===== src/rtl/ffid_pkg.sv =====
// Shared types and constants of the first-free identifier allocator.
`timescale 1ns / 1ps
`default_nettype none

package ffid_pkg;

  localparam int unsigned BaseW   = 31;
  localparam int unsigned CountW  = 7;
  localparam int unsigned IdW     = 32;
  localparam int unsigned HandleW = 64;
  localparam int unsigned OffW    = 6;
  localparam int unsigned CfgAddrW = 1;

  localparam logic [CfgAddrW-1:0] CfgIdBase     = 1'b0;
  localparam logic [CfgAddrW-1:0] CfgEntryCount = 1'b1;

  localparam logic OpAcquire = 1'b0;
  localparam logic OpRelease = 1'b1;

  localparam logic [CountW-1:0] EntryCountRst = 7'd64;

  typedef struct packed {
    logic            hit;
    logic [OffW-1:0] offset;
  } scan_res_t;

endpackage

`default_nettype wire


===== src/rtl/ffid_scan.sv =====
// Window scanner: finds the lowest free active entry in one map row.
`timescale 1ns / 1ps
`default_nettype none

module ffid_scan #(
  parameter int unsigned SCAN_WIDTH = 8
) (
  input  wire logic [SCAN_WIDTH-1:0]           row_i,
  input  wire logic [ffid_pkg::CountW-1:0]     start_i,
  input  wire logic [ffid_pkg::CountW-1:0]     count_i,
  output ffid_pkg::scan_res_t                  res_o,
  output logic [SCAN_WIDTH-1:0]                onehot_o
);

  logic [SCAN_WIDTH-1:0] free_vec;

  always_comb begin
    for (int j = 0; j < SCAN_WIDTH; j++) begin
      free_vec[j] = !row_i[j] &&
                    (({1'b0, start_i} + (ffid_pkg::CountW+1)'(j)) < {1'b0, count_i});
    end
  end

  always_comb begin
    res_o.hit    = 1'b0;
    res_o.offset = '0;
    for (int j = SCAN_WIDTH - 1; j >= 0; j--) begin
      if (free_vec[j]) begin
        res_o.hit    = 1'b1;
        res_o.offset = ffid_pkg::OffW'(j);
      end
    end
  end

  assign onehot_o = free_vec & (~free_vec + SCAN_WIDTH'(1));

endmodule

`default_nettype wire


===== src/rtl/first_free_id_allocator_core.sv =====
// Top level: sequencer, allocation map, config registers and output register.
// Acquire: the scanner checks SCAN_WIDTH-entry rows in turn until a free entry is
//   found, ceil(n / SCAN_WIDTH) rows at most and one row when n is 0; a null handle
//   skips the scan. Release: computes the offset from id_base, then clears the map bit.
// One word in work at a time; a single row scanner steps over the map row by row.
// The output register lets the next word enter while a result waits.
// Reset (async, active low) frees every entry, sets id_base to 0 and entry_count to 64.
`timescale 1ns / 1ps
`default_nettype none

module first_free_id_allocator_core #(
  parameter int unsigned MAX_ENTRIES = 64,
  parameter int unsigned SCAN_WIDTH  = 8
) (
  input  wire logic                              clk_i,
  input  wire logic                              rst_ni,
  // config write port
  input  wire logic                              cfg_we_i,
  input  wire logic [ffid_pkg::CfgAddrW-1:0]     cfg_addr_i,
  input  wire logic [ffid_pkg::BaseW-1:0]        cfg_wdata_i,
  // request stream
  input  wire logic                              s_axis_tvalid,
  output logic                                   s_axis_tready,
  input  wire logic [95:0]                       s_axis_tdata,  // object_handle, release_id
  input  wire logic                              s_axis_tuser,  // kind
  // result stream
  output logic                                   m_axis_tvalid,
  input  wire logic                              m_axis_tready,
  output logic [ffid_pkg::IdW-1:0]               m_axis_tdata,  // granted_id
  output logic                                   m_axis_tuser   // granted
);

  localparam int unsigned NumEntries = (MAX_ENTRIES < 127) ? MAX_ENTRIES : 127;
  localparam int unsigned NumRows    = (NumEntries + SCAN_WIDTH - 1) / SCAN_WIDTH;
  localparam int unsigned MapW       = NumRows * SCAN_WIDTH;
  localparam int unsigned RowW       = (NumRows > 1) ? $clog2(NumRows) : 1;
  localparam int unsigned CntW       = ffid_pkg::CountW;

  typedef enum logic [2:0] {
    StIdle, StScan, StResp, StRelDiff, StRelApply
  } state_e;

  state_e                       state_q;
  logic [ffid_pkg::BaseW-1:0]   id_base_q;
  logic [CntW-1:0]              entry_count_q;
  logic [MapW-1:0]              map_q, map_d;
  logic [RowW-1:0]              row_q;
  logic [CntW-1:0]              start_q;
  logic [ffid_pkg::IdW-1:0]     rel_id_q;
  logic [ffid_pkg::IdW:0]       diff_q;
  logic                         res_grant_q;
  logic [ffid_pkg::IdW-1:0]     res_id_q;
  logic                         m_valid_q;
  logic                         m_user_q;
  logic [ffid_pkg::IdW-1:0]     m_data_q;

  logic [CntW-1:0]              n_act;
  logic [SCAN_WIDTH-1:0]        row_bits;
  logic [SCAN_WIDTH-1:0]        onehot;
  ffid_pkg::scan_res_t          scan_res;
  logic [CntW:0]                next_start;
  logic                         last_row;
  logic                         out_free;
  logic                         rel_hit;
  logic                         in_fire;

  assign n_act = (entry_count_q > CntW'(NumEntries)) ? CntW'(NumEntries) : entry_count_q;
  assign row_bits   = map_q[row_q * SCAN_WIDTH +: SCAN_WIDTH];
  assign next_start = {1'b0, start_q} + (CntW+1)'(SCAN_WIDTH);
  assign last_row   = next_start >= {1'b0, n_act};
  assign out_free   = !m_valid_q || m_axis_tready;
  assign rel_hit    = !diff_q[ffid_pkg::IdW] &&
                      (diff_q[ffid_pkg::IdW-1:0] < ffid_pkg::IdW'(n_act));
  assign in_fire    = s_axis_tvalid && s_axis_tready;

  ffid_scan #(
    .SCAN_WIDTH (SCAN_WIDTH)
  ) u_scan (
    .row_i    (row_bits),
    .start_i  (start_q),
    .count_i  (n_act),
    .res_o    (scan_res),
    .onehot_o (onehot)
  );

  always_comb begin
    map_d = map_q;
    if (state_q == StScan && scan_res.hit) begin
      map_d[row_q * SCAN_WIDTH +: SCAN_WIDTH] = row_bits | onehot;
    end
    if (state_q == StRelApply && rel_hit) begin
      for (int e = 0; e < MapW; e++) begin
        if (diff_q[CntW-1:0] == CntW'(e)) begin
          map_d[e] = 1'b0;
        end
      end
    end
  end

  always_ff @(posedge clk_i or negedge rst_ni) begin
    if (!rst_ni) begin
      id_base_q     <= '0;
      entry_count_q <= ffid_pkg::EntryCountRst;
    end else if (cfg_we_i) begin
      unique case (cfg_addr_i)
        ffid_pkg::CfgIdBase:     id_base_q     <= cfg_wdata_i;
        ffid_pkg::CfgEntryCount: entry_count_q <= cfg_wdata_i[CntW-1:0];
        default: ;
      endcase
    end
  end

  always_ff @(posedge clk_i or negedge rst_ni) begin
    if (!rst_ni) begin
      state_q   <= StIdle;
      map_q     <= '0;
      row_q     <= '0;
      start_q   <= '0;
      m_valid_q <= 1'b0;
    end else begin
      map_q <= map_d;
      if (state_q == StResp && out_free) begin
        m_valid_q <= 1'b1;
      end else if (m_axis_tready) begin
        m_valid_q <= 1'b0;
      end
      unique case (state_q)
        StIdle: begin
          if (in_fire) begin
            row_q    <= '0;
            start_q  <= '0;
            rel_id_q <= s_axis_tdata[95:64];
            if (s_axis_tuser == ffid_pkg::OpRelease) begin
              state_q <= StRelDiff;
            end else if (s_axis_tdata[63:0] == '0) begin
              res_grant_q <= 1'b0;
              res_id_q    <= '0;
              state_q     <= StResp;
            end else begin
              state_q <= StScan;
            end
          end
        end
        StScan: begin
          if (scan_res.hit) begin
            res_grant_q <= 1'b1;
            res_id_q    <= {1'b0, id_base_q} + ffid_pkg::IdW'(start_q)
                           + ffid_pkg::IdW'(scan_res.offset);
            state_q     <= StResp;
          end else if (last_row) begin
            res_grant_q <= 1'b0;
            res_id_q    <= '0;
            state_q     <= StResp;
          end else begin
            row_q   <= row_q + RowW'(1);
            start_q <= next_start[CntW-1:0];
          end
        end
        StResp: begin
          if (out_free) begin
            m_user_q  <= res_grant_q;
            m_data_q  <= res_id_q;
            state_q   <= StIdle;
          end
        end
        StRelDiff: begin
          diff_q  <= {1'b0, rel_id_q} - {2'b00, id_base_q};
          state_q <= StRelApply;
        end
        StRelApply: begin
          state_q <= StIdle;
        end
        default: state_q <= StIdle;
      endcase
    end
  end

  assign s_axis_tready = (state_q == StIdle);
  assign m_axis_tvalid = m_valid_q;
  assign m_axis_tuser  = m_user_q;
  assign m_axis_tdata  = m_data_q;

  a_resp_holds: assert property (@(posedge clk_i) disable iff (!rst_ni)
    state_q == StResp && !out_free |=> state_q == StResp)
    else $error("result dropped while output register busy");

  a_fail_zero_id: assert property (@(posedge clk_i) disable iff (!rst_ni)
    m_axis_tvalid && !m_axis_tuser |-> m_axis_tdata == '0)
    else $error("failed acquire carries nonzero id");

  a_grant_sets_one: assert property (@(posedge clk_i) disable iff (!rst_ni)
    state_q == StScan && scan_res.hit |=> $countones(map_q) == $past($countones(map_q)) + 1)
    else $error("grant did not set exactly one map bit");

  a_scan_in_range: assert property (@(posedge clk_i) disable iff (!rst_ni)
    state_q == StScan |-> start_q < n_act || n_act == '0)
    else $error("scan window beyond active entries");

endmodule

`default_nettype wire


===== config.mk =====
export PLATFORM = sky130hd
export DESIGN_NAME = first_free_id_allocator_core
export DESIGN_NICKNAME = d
export VERILOG_FILES = /design/src/rtl/ffid_pkg.sv /design/src/rtl/ffid_scan.sv /design/src/rtl/first_free_id_allocator_core.sv
export SDC_FILE = /design/constraint.sdc
export NUM_CORES = 1
export LEC_CHECK = 0
export BUFFER_PORTS_ARGS = -buffer_cell sky130_fd_sc_hd__clkbuf_2
export CAP_MARGIN = 40
export CORE_UTILIZATION = 45
export CTS_CLUSTER_DIAMETER = 80
export CTS_CLUSTER_SIZE = 28
export DETAILED_ROUTE_END_ITERATION = 10
export PLACE_DENSITY = 0.77
export SYNTH_ARGS = -nofsm -noshare
export SYNTH_HDL_FRONTEND = slang
export SYNTH_SLANG_ARGS = --single-unit

===== constraint.sdc =====
create_clock -name clk_i -period 4.95 [get_ports clk_i]
set_input_delay 0.495 -clock clk_i [delete_from_list [all_inputs] [get_ports clk_i]]
set_output_delay 0.495 -clock clk_i [all_outputs]
set_load 0.02 [all_outputs]

# After elaboration in Yosys (flattened, before gate mapping)
# Cells that the tools add are included.
[word_totals] inputBits=134 wordCells=261 ff_bits=247 out_inout_bits=35
[op_classes] addsub=14 n_lt_le_gt_ge=11 n_bitwise=4 reduce_logical=37 n_shift=3 mux=105 eq_ne=74
[op_table] op="7-bit by 6-bit == test with 1-bit output (second input constant)" count=32
[op_table] op="32-bit two-way mux" count=5
[op_table] op="64-bit two-way mux" count=2
[op_table] op="7-bit by 5-bit == test with 1-bit output (second input constant)" count=16
[op_table] op="7-bit two-way mux" count=12
[op_table] op="1-bit two-way mux" count=71
[op_table] op="64-bit bitwise mux" count=1
[op_table] op="64-bit logical NOT" count=1
[op_table] op="32-bit one-hot mux with 2 select lines" count=1
[op_table] op="8-bit by 34-bit variable shift with 64-bit output (first input constant)" count=1
[op_table] op="64-bit by 7-bit variable part select with 8-bit output" count=1
[op_table] op="8-bit by 34-bit variable part select with 64-bit output" count=1
[op_table] op="7-bit by 4-bit == test with 1-bit output (second input constant)" count=8
[op_table] op="8-bit by 7-bit < comparator with 1-bit output" count=7
[op_table] op="6-bit negation with 34-bit output" count=1
[op_table] op="32-bit by 31-bit subtractor with 33-bit output" count=1
[op_table] op="31-bit by 7-bit adder with 32-bit output" count=1
[op_table] op="32-bit by 6-bit adder with 32-bit output" count=1
[op_table] op="7-bit by 3-bit adder with 8-bit output (second input constant)" count=4
[op_table] op="32-bit by 7-bit < comparator with 1-bit output" count=1
[op_table] op="7-bit by 3-bit == test with 1-bit output (second input constant)" count=4
[op_table] op="3-bit two-way mux" count=7
[op_table] op="7-bit by 2-bit adder with 8-bit output (second input constant)" count=2
[op_table] op="7-bit by 2-bit == test with 1-bit output (second input constant)" count=2
[op_table] op="33 further kinds" count=65

# Longest topological paths before layout
[logic_depth] depth_word=16 depth_mapped=24

# Modules after synthesis
# From an unflattened synthesis, not the netlist that was laid out.
[unflattened] hier_cells=1378 area_unflattened_um2=14432.6
[modules_own_cells] module="first_free_id_allocator_core" area_each_um2=12630.9 seq_area_each_um2=6762.7 n_inst=1 cells_per_inst=1144
[modules_own_cells] module="ffid_scan" area_each_um2=1801.7 seq_area_each_um2=0.0 n_inst=1 cells_per_inst=234

# Least setup slack after synthesis
# No wires, ideal clock.
[synth_timing] kind="register to register" from="reg entry_count_q[6]" to="reg res_grant_q, enable pin" setup_slack_ns=-0.206 stages_incl_launch_ff=14 synth_period_minus_slack_ns=5.156 t_arrival_ns=4.703 setup_time_ns=0.453 required_ns=4.497 path_cell_list="dfstp_2 -> buf_2 -> inv_1 -> nand2_1 -> ha_1 -> a21o_1 -> a21oi_1 -> o311ai_0 -> and2_1 -> buf_2 -> nand4_4 -> buf_12 -> nor3_2 -> a2111oi_2"
[synth_between] elab_chain_len=14 elab_cells_between_ends=29 classes_between="order compare (10); eq/ne (1); mux (9); reduce/logical (9)"
[synth_rtl] item="from (decl)" line_no="first_free_id_allocator_core.sv:45" text="logic [CntW-1:0] entry_count_q;"
[synth_rtl] item="from (signal assigned)" line_no="first_free_id_allocator_core.sv:103" text="entry_count_q <= ffid_pkg::EntryCountRst;"
[synth_rtl] item="from (signal assigned)" line_no="first_free_id_allocator_core.sv:107" text="ffid_pkg::CfgEntryCount: entry_count_q <= cfg_wdata_i[CntW-1:0];"
[synth_rtl] item="7-bit greater-than comparator" line_no="first_free_id_allocator_core.sv:67" text="assign n_act = (entry_count_q > CntW'(NumEntries)) ? CntW'(NumEntries) : entry_count_q;"
[synth_rtl] item="7-bit two-way mux *" line_no="first_free_id_allocator_core.sv:67"
[synth_rtl] item="8-bit by 7-bit < comparator with 1-bit output" line_no="ffid_scan.sv:20" text="(({1'b0, start_i} + (ffid_pkg::CountW+1)'(j)) < {1'b0, count_i});"
[synth_rtl] item="1-bit logical AND" line_no="ffid_scan.sv:19" text="free_vec[j] = !row_i[j] &&"
[synth_rtl] item="7-bit two-way mux (8 in series)" line_no="ffid_scan.sv:28" text="if (free_vec[j]) begin"
[synth_rtl] item="3-bit inequality test (no line) *"
[synth_rtl] item="6-bit AND reduction (no line) *"
[synth_rtl] item="to (signal assigned)" line_no="first_free_id_allocator_core.sv:136" text="res_grant_q <= 1'b0;"
[synth_rtl] item="to (signal assigned)" line_no="first_free_id_allocator_core.sv:146" text="res_grant_q <= 1'b1;"
[synth_rtl] item="to (signal assigned)" line_no="first_free_id_allocator_core.sv:151" text="res_grant_q <= 1'b0;"
[synth_rtl] item="to (decl)" line_no="first_free_id_allocator_core.sv:51" text="logic res_grant_q;"
# Every way passes the cells marked *; elsewhere a longest branch is shown, timed or not.
# A chain may end at the register's enable or synchronous reset.

# Final worst setup path
[layout_timing] from="reg entry_count_q[6]" to="reg res_id_q[30] in the netlist's numbering, data pin"
[layout_between] elab_chain_len=15 elab_cells_between_ends=29 classes_between="add/sub (1); order compare (9); mux (11); reduce/logical (8)"
[layout_rtl] item="7-bit greater-than comparator" line_no="first_free_id_allocator_core.sv:67"
[layout_rtl] item="7-bit two-way mux *" line_no="first_free_id_allocator_core.sv:67"
[layout_rtl] item="8-bit by 7-bit < comparator with 1-bit output" line_no="ffid_scan.sv:20"
[layout_rtl] item="1-bit logical AND" line_no="ffid_scan.sv:19"
[layout_rtl] item="7-bit two-way mux (7 in series)" line_no="ffid_scan.sv:28"
[layout_rtl] item="7-bit two-way mux *" line_no="ffid_scan.sv:28"
[layout_rtl] item="32-bit by 6-bit adder with 32-bit output" line_no="first_free_id_allocator_core.sv:148" text="+ ffid_pkg::IdW'(scan_res.offset);"
[layout_rtl] item="32-bit two-way mux *" line_no="first_free_id_allocator_core.sv:145" text="if (scan_res.hit) begin"
[layout_rtl] item="32-bit one-hot mux with 2 select lines *" line_no="first_free_id_allocator_core.sv:127" text="unique case (state_q)"
[layout_rtl] item="to (signal assigned)" line_no="first_free_id_allocator_core.sv:147" text="res_id_q <= {1'b0, id_base_q} + ffid_pkg::IdW'(start_q)"
[layout_rtl] item="to (decl)" line_no="first_free_id_allocator_core.sv:52" text="logic [ffid_pkg::IdW-1:0] res_id_q;"
# Marked as above.

==> impl_metrics.prom <==
# TYPE chip_impl_metric gauge
chip_impl_metric{name="final.hold.worst_slack",unit="ns"} 0.0355
chip_impl_info{name="crit_path_top_delay_cell",value="dfstp_2"} 1
chip_impl_metric{name="fin_area",unit="mm²"} 0.0150
chip_impl_metric{name="cellLeakagePower",unit="nW"} 6.63
chip_impl_metric{name="floorplan.die_area",unit="mm²"} 0.0302
chip_impl_metric{name="dpl-instance-area",unit="mm²"} 0.0146
chip_impl_info{name="cp-start-kind",value="flip-flop"} 1
chip_impl_metric{name="cts_inserted_buffers",unit=""} 12
chip_impl_info{name="outcome",value="finished, final reports clean"} 1
chip_impl_metric{name="detail_route.wirelength",unit="mm"} 31.7
chip_impl_metric{name="finalCoreUtilization",unit="%"} 52.0
chip_impl_metric{name="ys_seq_area_share",unit="%"} 50.9
chip_impl_metric{name="async_reset_ff_share",unit="%"} 46.3
chip_impl_info{name="path_class",value="reg2reg"} 1
chip_impl_metric{name="max_freq",unit="MHz"} 213
chip_impl_info{name="crit_path_frequent_cell",value="ha_1"} 1
chip_impl_metric{name="first_iter_violations",unit=""} 676
chip_impl_metric{name="worst_setup_hold_path_clk_slew",unit="ns"} 0.11
chip_impl_metric{name="clock-skew-final",unit="ns"} 0.0296
chip_impl_metric{name="drtPass1Iterations",unit=""} 5
chip_impl_metric{name="grt_use_total",unit="%"} 20.9
chip_impl_info{name="clock-root-buffer",value="clkbuf_16"} 1
chip_impl_metric{name="placement_rows",unit=""} 62
chip_impl_metric{name="die-width",unit="µm"} 174
chip_impl_metric{name="floorplan.core_area",unit="mm²"} 0.0289
chip_impl_metric{name="max_cap_violations",unit=""} 0
chip_impl_metric{name="route.detailed.drc",unit=""} 0
chip_impl_metric{name="synth.net_count",unit=""} 1390
chip_impl_metric{name="wl_per_cell",unit="µm"} 18.3
chip_impl_metric{name="period_needed",unit="ns"} 4.68
chip_impl_metric{name="first_global_vias",unit=""} 9878
chip_impl_metric{name="worst-r2r-setup-slack",unit="ns"} 0.27
chip_impl_metric{name="slew_viol_final",unit=""} 0
chip_impl_metric{name="netlist_instances",unit=""} 1179
chip_impl_metric{name="synthesis.area",unit="mm²"} 0.0133
chip_impl_info{name="worst_r2r_startpoint",value="entry_count_q[6]"} 1
chip_impl_metric{name="overflow",unit=""} 0
chip_impl_metric{name="ys_ff_latch",unit=""} 244
chip_impl_info{name="critical-path-top-delay-family",value="compound AO/OA/AOI/OAI gates"} 1
chip_impl_metric{name="antenna_found_initial",unit=""} 1
chip_impl_metric{name="finalCritPeriodShare",unit="%"} 94.6
chip_impl_metric{name="post_synth_num_cell_types",unit=""} 85
chip_impl_metric{name="synthToLayoutAreaGrowth",unit="%"} 12.9
chip_impl_metric{name="nNetsFinal",unit=""} 1553
chip_impl_metric{name="pwr_density_cell",unit="mW/mm²"} 419
chip_impl_metric{name="insertion_delay",unit="ns"} 0.50
chip_impl_metric{name="ys.warnings.count",unit=""} 0
chip_impl_metric{name="finalSetupViolations",unit=""} 0
chip_impl_metric{name="tightest_slew",unit="ns"} 0.856
chip_impl_metric{name="gp_congestion",unit=""} 0.909
chip_impl_metric{name="h-tree-depth",unit=""} 1
chip_impl_metric{name="hold_viol_final",unit=""} 0
chip_impl_metric{name="num-fill-cells",unit=""} 2535
chip_impl_metric{name="synthesis.area_per_instance",unit="µm²"} 11.3
chip_impl_metric{name="setup-tns-final",unit="ns"} 0
chip_impl_metric{name="crit_buf_inv",unit=""} 2
chip_impl_metric{name="critPathArrivalTime",unit="ns"} 4.92
chip_impl_metric{name="slew-limit-headroom",unit="%"} 42.1
chip_impl_metric{name="largest_net_degree_at_the_start_of_global_routing",unit=""} 67
chip_impl_metric{name="timing.critical_path.fanout_max",unit=""} 8
chip_impl_metric{name="required",unit="ns"} 5.18
chip_impl_metric{name="critical_path_depth",unit=""} 18
chip_impl_info{name="timing.critical_path.to_type",value="flip-flop"} 1
chip_impl_metric{name="synth-edff-count",unit=""} 131
chip_impl_metric{name="ioPinCount",unit=""} 169
chip_impl_metric{name="cp_slowest_stage_delay",unit="ns"} 0.55
chip_impl_metric{name="drt-vias-per-instance",unit=""} 5.73
chip_impl_metric{name="place.detailed.hpwl",unit="mm"} 24.1
chip_impl_metric{name="grt_first_pass_wirelength",unit="mm"} 50.5
chip_impl_info{name="hold_path.class",value="in2async"} 1
chip_impl_metric{name="dieHeight",unit="µm"} 174
chip_impl_metric{name="vias",unit=""} 9931
chip_impl_info{name="tritoncts",value="yes"} 1
chip_impl_metric{name="clock_path_buffers",unit=""} 3
chip_impl_metric{name="fin_ws",unit="ns"} 0.266
chip_impl_info{name="path_cells",value="inv_2 > buf_4 > ha_1 > nand3_1 > o311ai_2 > a21boi_4 > nand2_1 > a21oi_1 > ha_1 > ha_1 > a21o_1 > a21oi_1 > o21ai_0 > a21oi_2 > o21a_1 > nor3_1 > xnor2_1 > nor2_1"} 1
chip_impl_info{name="endpoint_of_the_worst_slack_reg_to_reg_timing_path",value="res_id_q[30]"} 1
chip_impl_info{name="ys_dominant_reg_cell",value="edfxtp_1"} 1
chip_impl_metric{name="postCtsHoldBufs",unit=""} 0
chip_impl_metric{name="pre_cts_setup_slack",unit="ns"} -0.0446
chip_impl_metric{name="io_buffers",unit=""} 168
chip_impl_metric{name="r2r_cells",unit=""} 18
chip_impl_metric{name="peakVddDrop",unit="µV"} 234
chip_impl_metric{name="ant_nets",unit=""} 0
chip_impl_metric{name="clock_sink_count",unit=""} 244
chip_impl_metric{name="drive_gt1_share",unit="%"} 19.4
chip_impl_metric{name="floorplan.initialDensity",unit="%"} 46.1
state kept, by name (all words and copies together) (netlist names), 3 cells and up:
| signal | count |
|---|---|
| row_q | 3 |
| m_axis_tdata | 32 |
| id_base_q | 31 |
| map_q | 64 |
| state_q | 3 |
| rel_id_q | 32 |
| entry_count_q | 7 |
| diff_q | 33 |
| start_q | 4 |
| res_id_q | 32 |
stage by stage:
stage	power, mW	cells
finish	6.29	1733
global route	6.65	1733
CTS	6.26	1732
detailed placement	5.14	1712
global placement	5.05	1711
floorplan	4.45	1179
cell usage after synthesis, types with 26 or more instances:
library cell,instances,area share [%]
nand2_1,89,2.5
o21ai_0,66,2.5
nor2_1,85,2.4
mux2i_1,69,5.2
ha_1,75,7.1
xnor2_1,36,2.4
a21oi_1,106,4.0
inv_1,67,1.9
dfrtp_1,112,21
nor4_1,27,1.3
edfxtp_1,131,30
nor3_1,26,0.98
layer usage:
| layer | wire length [µm] | track usage, % | vias to the layer above | share of wire [%] |
|---|---|---|---|---|
| met2 | 14800 | 34.7 | 421 | 47 |
| met1 | 14000 | 28.7 | 4769 | 44 |
| li1 | - | - | 4682 | - |
| met3 | 2160 | 2.54 | 59 | 6.8 |
| met4 | 806 | 6.43 | 0 | 2.5 |
| met5 | 0 | 0 | - | 0 |
worst register-to-register path, delay by kind of cell (launching register included):
family / cells / cell delay (ns)
AOI/OAI and AO/OA: 8 / 2.05
adders and majority gates: 3 / 0.90
and+or+nand+nor: 4 / 0.53
buffers and inverters: 2 / 0.21
DFF: 1 / 0.55
xor gates and xnor gates: 1 / 0.20
power breakdown:
part	internal, mW	leakage, nW	switching, mW
Clock	0.482	0.172	0.623
Sequential	2.51	2.68	0.143
Combinational	0.979	3.78	1.55
how the worst max path moves through the flow:
stage | start | end | slack [ns]
after CTS | entry_count_q[6] | res_id_q[19] | 0.001
after floorplan | entry_count_q[6] | res_id_q[15] | 0.1
after global routing | entry_count_q[6] | res_id_q[12] | -0.01
final | entry_count_q[6] | res_id_q[30] | 0.27
after detailed placement | row_q[1] | res_id_q[19] | -0.04
after global placement | row_q[1] | res_id_q[15] | 0.15
cell type report:
| class | instances | area, µm² | area share [%] |
|---|---|---|---|
| inverter | 69 | 259 | 1.72 |
| clock buffer | 18 | 333 | 2.22 |
| tap | 384 | 480 | 3.20 |
| clock inverter | 2 | 25.0 | 0.167 |
| sequential | 244 | 6760 | 45.1 |
| multi-input combinational | 826 | 6140 | 40.9 |
| timing repair buffer | 189 | 1010 | 6.72 |
| antenna | 1 | 2.50 | 0.0167 |
what timing repair did:
item / CTS / global route
resized for setup: 3 / 19
setup endpoints to repair: 5 / 25
pin swaps: 0 / 4
buffers inserted: 0 / 0
placed cells by master, fill, tap and decap left out, types with 4 or more instances in the layout:
cell type	n
o21ai_1	4
nand2b_1	13
nand3_1	9
o211ai_1	8
o21ai_0	64
nor3_1	26
edfxtp_1	131
nand4_4	4
nor4_1	27
nand4_1	13
a21oi_1	104
mux2i_1	68
buf_4	21
a21o_1	17
o21a_1	18
clkbuf_2	167
inv_1	66
nor2b_1	11
xnor2_1	36
a211oi_1	4
a41oi_1	4
and3_1	14
mux4_1	14
nand2_1	87
or3_1	7
mux2_2	12
and2_1	5
or2_2	4
dfrtp_1	111
clkbuf_16	12
ha_1	74
nor2_1	84
clkbuf_1	5
xor2_1	9
a31o_2	4
kinds of logic (layout without fill, tap and decap cells):
family,count (synthesis),after routing,share of synthesized area [%]
buffers and inverters,109,278,3.64
adders and majority gates,77,77,7.36
DFF,244,244,50.9
muxes,98,98,9.42
AOI/OAI and AO/OA,271,271,12.5
xor gates and xnor gates,45,45,2.96
and+or+nand+nor,335,335,13.3
other,0,1,0
No activity file was read; power rests on OpenSTA's default activity.
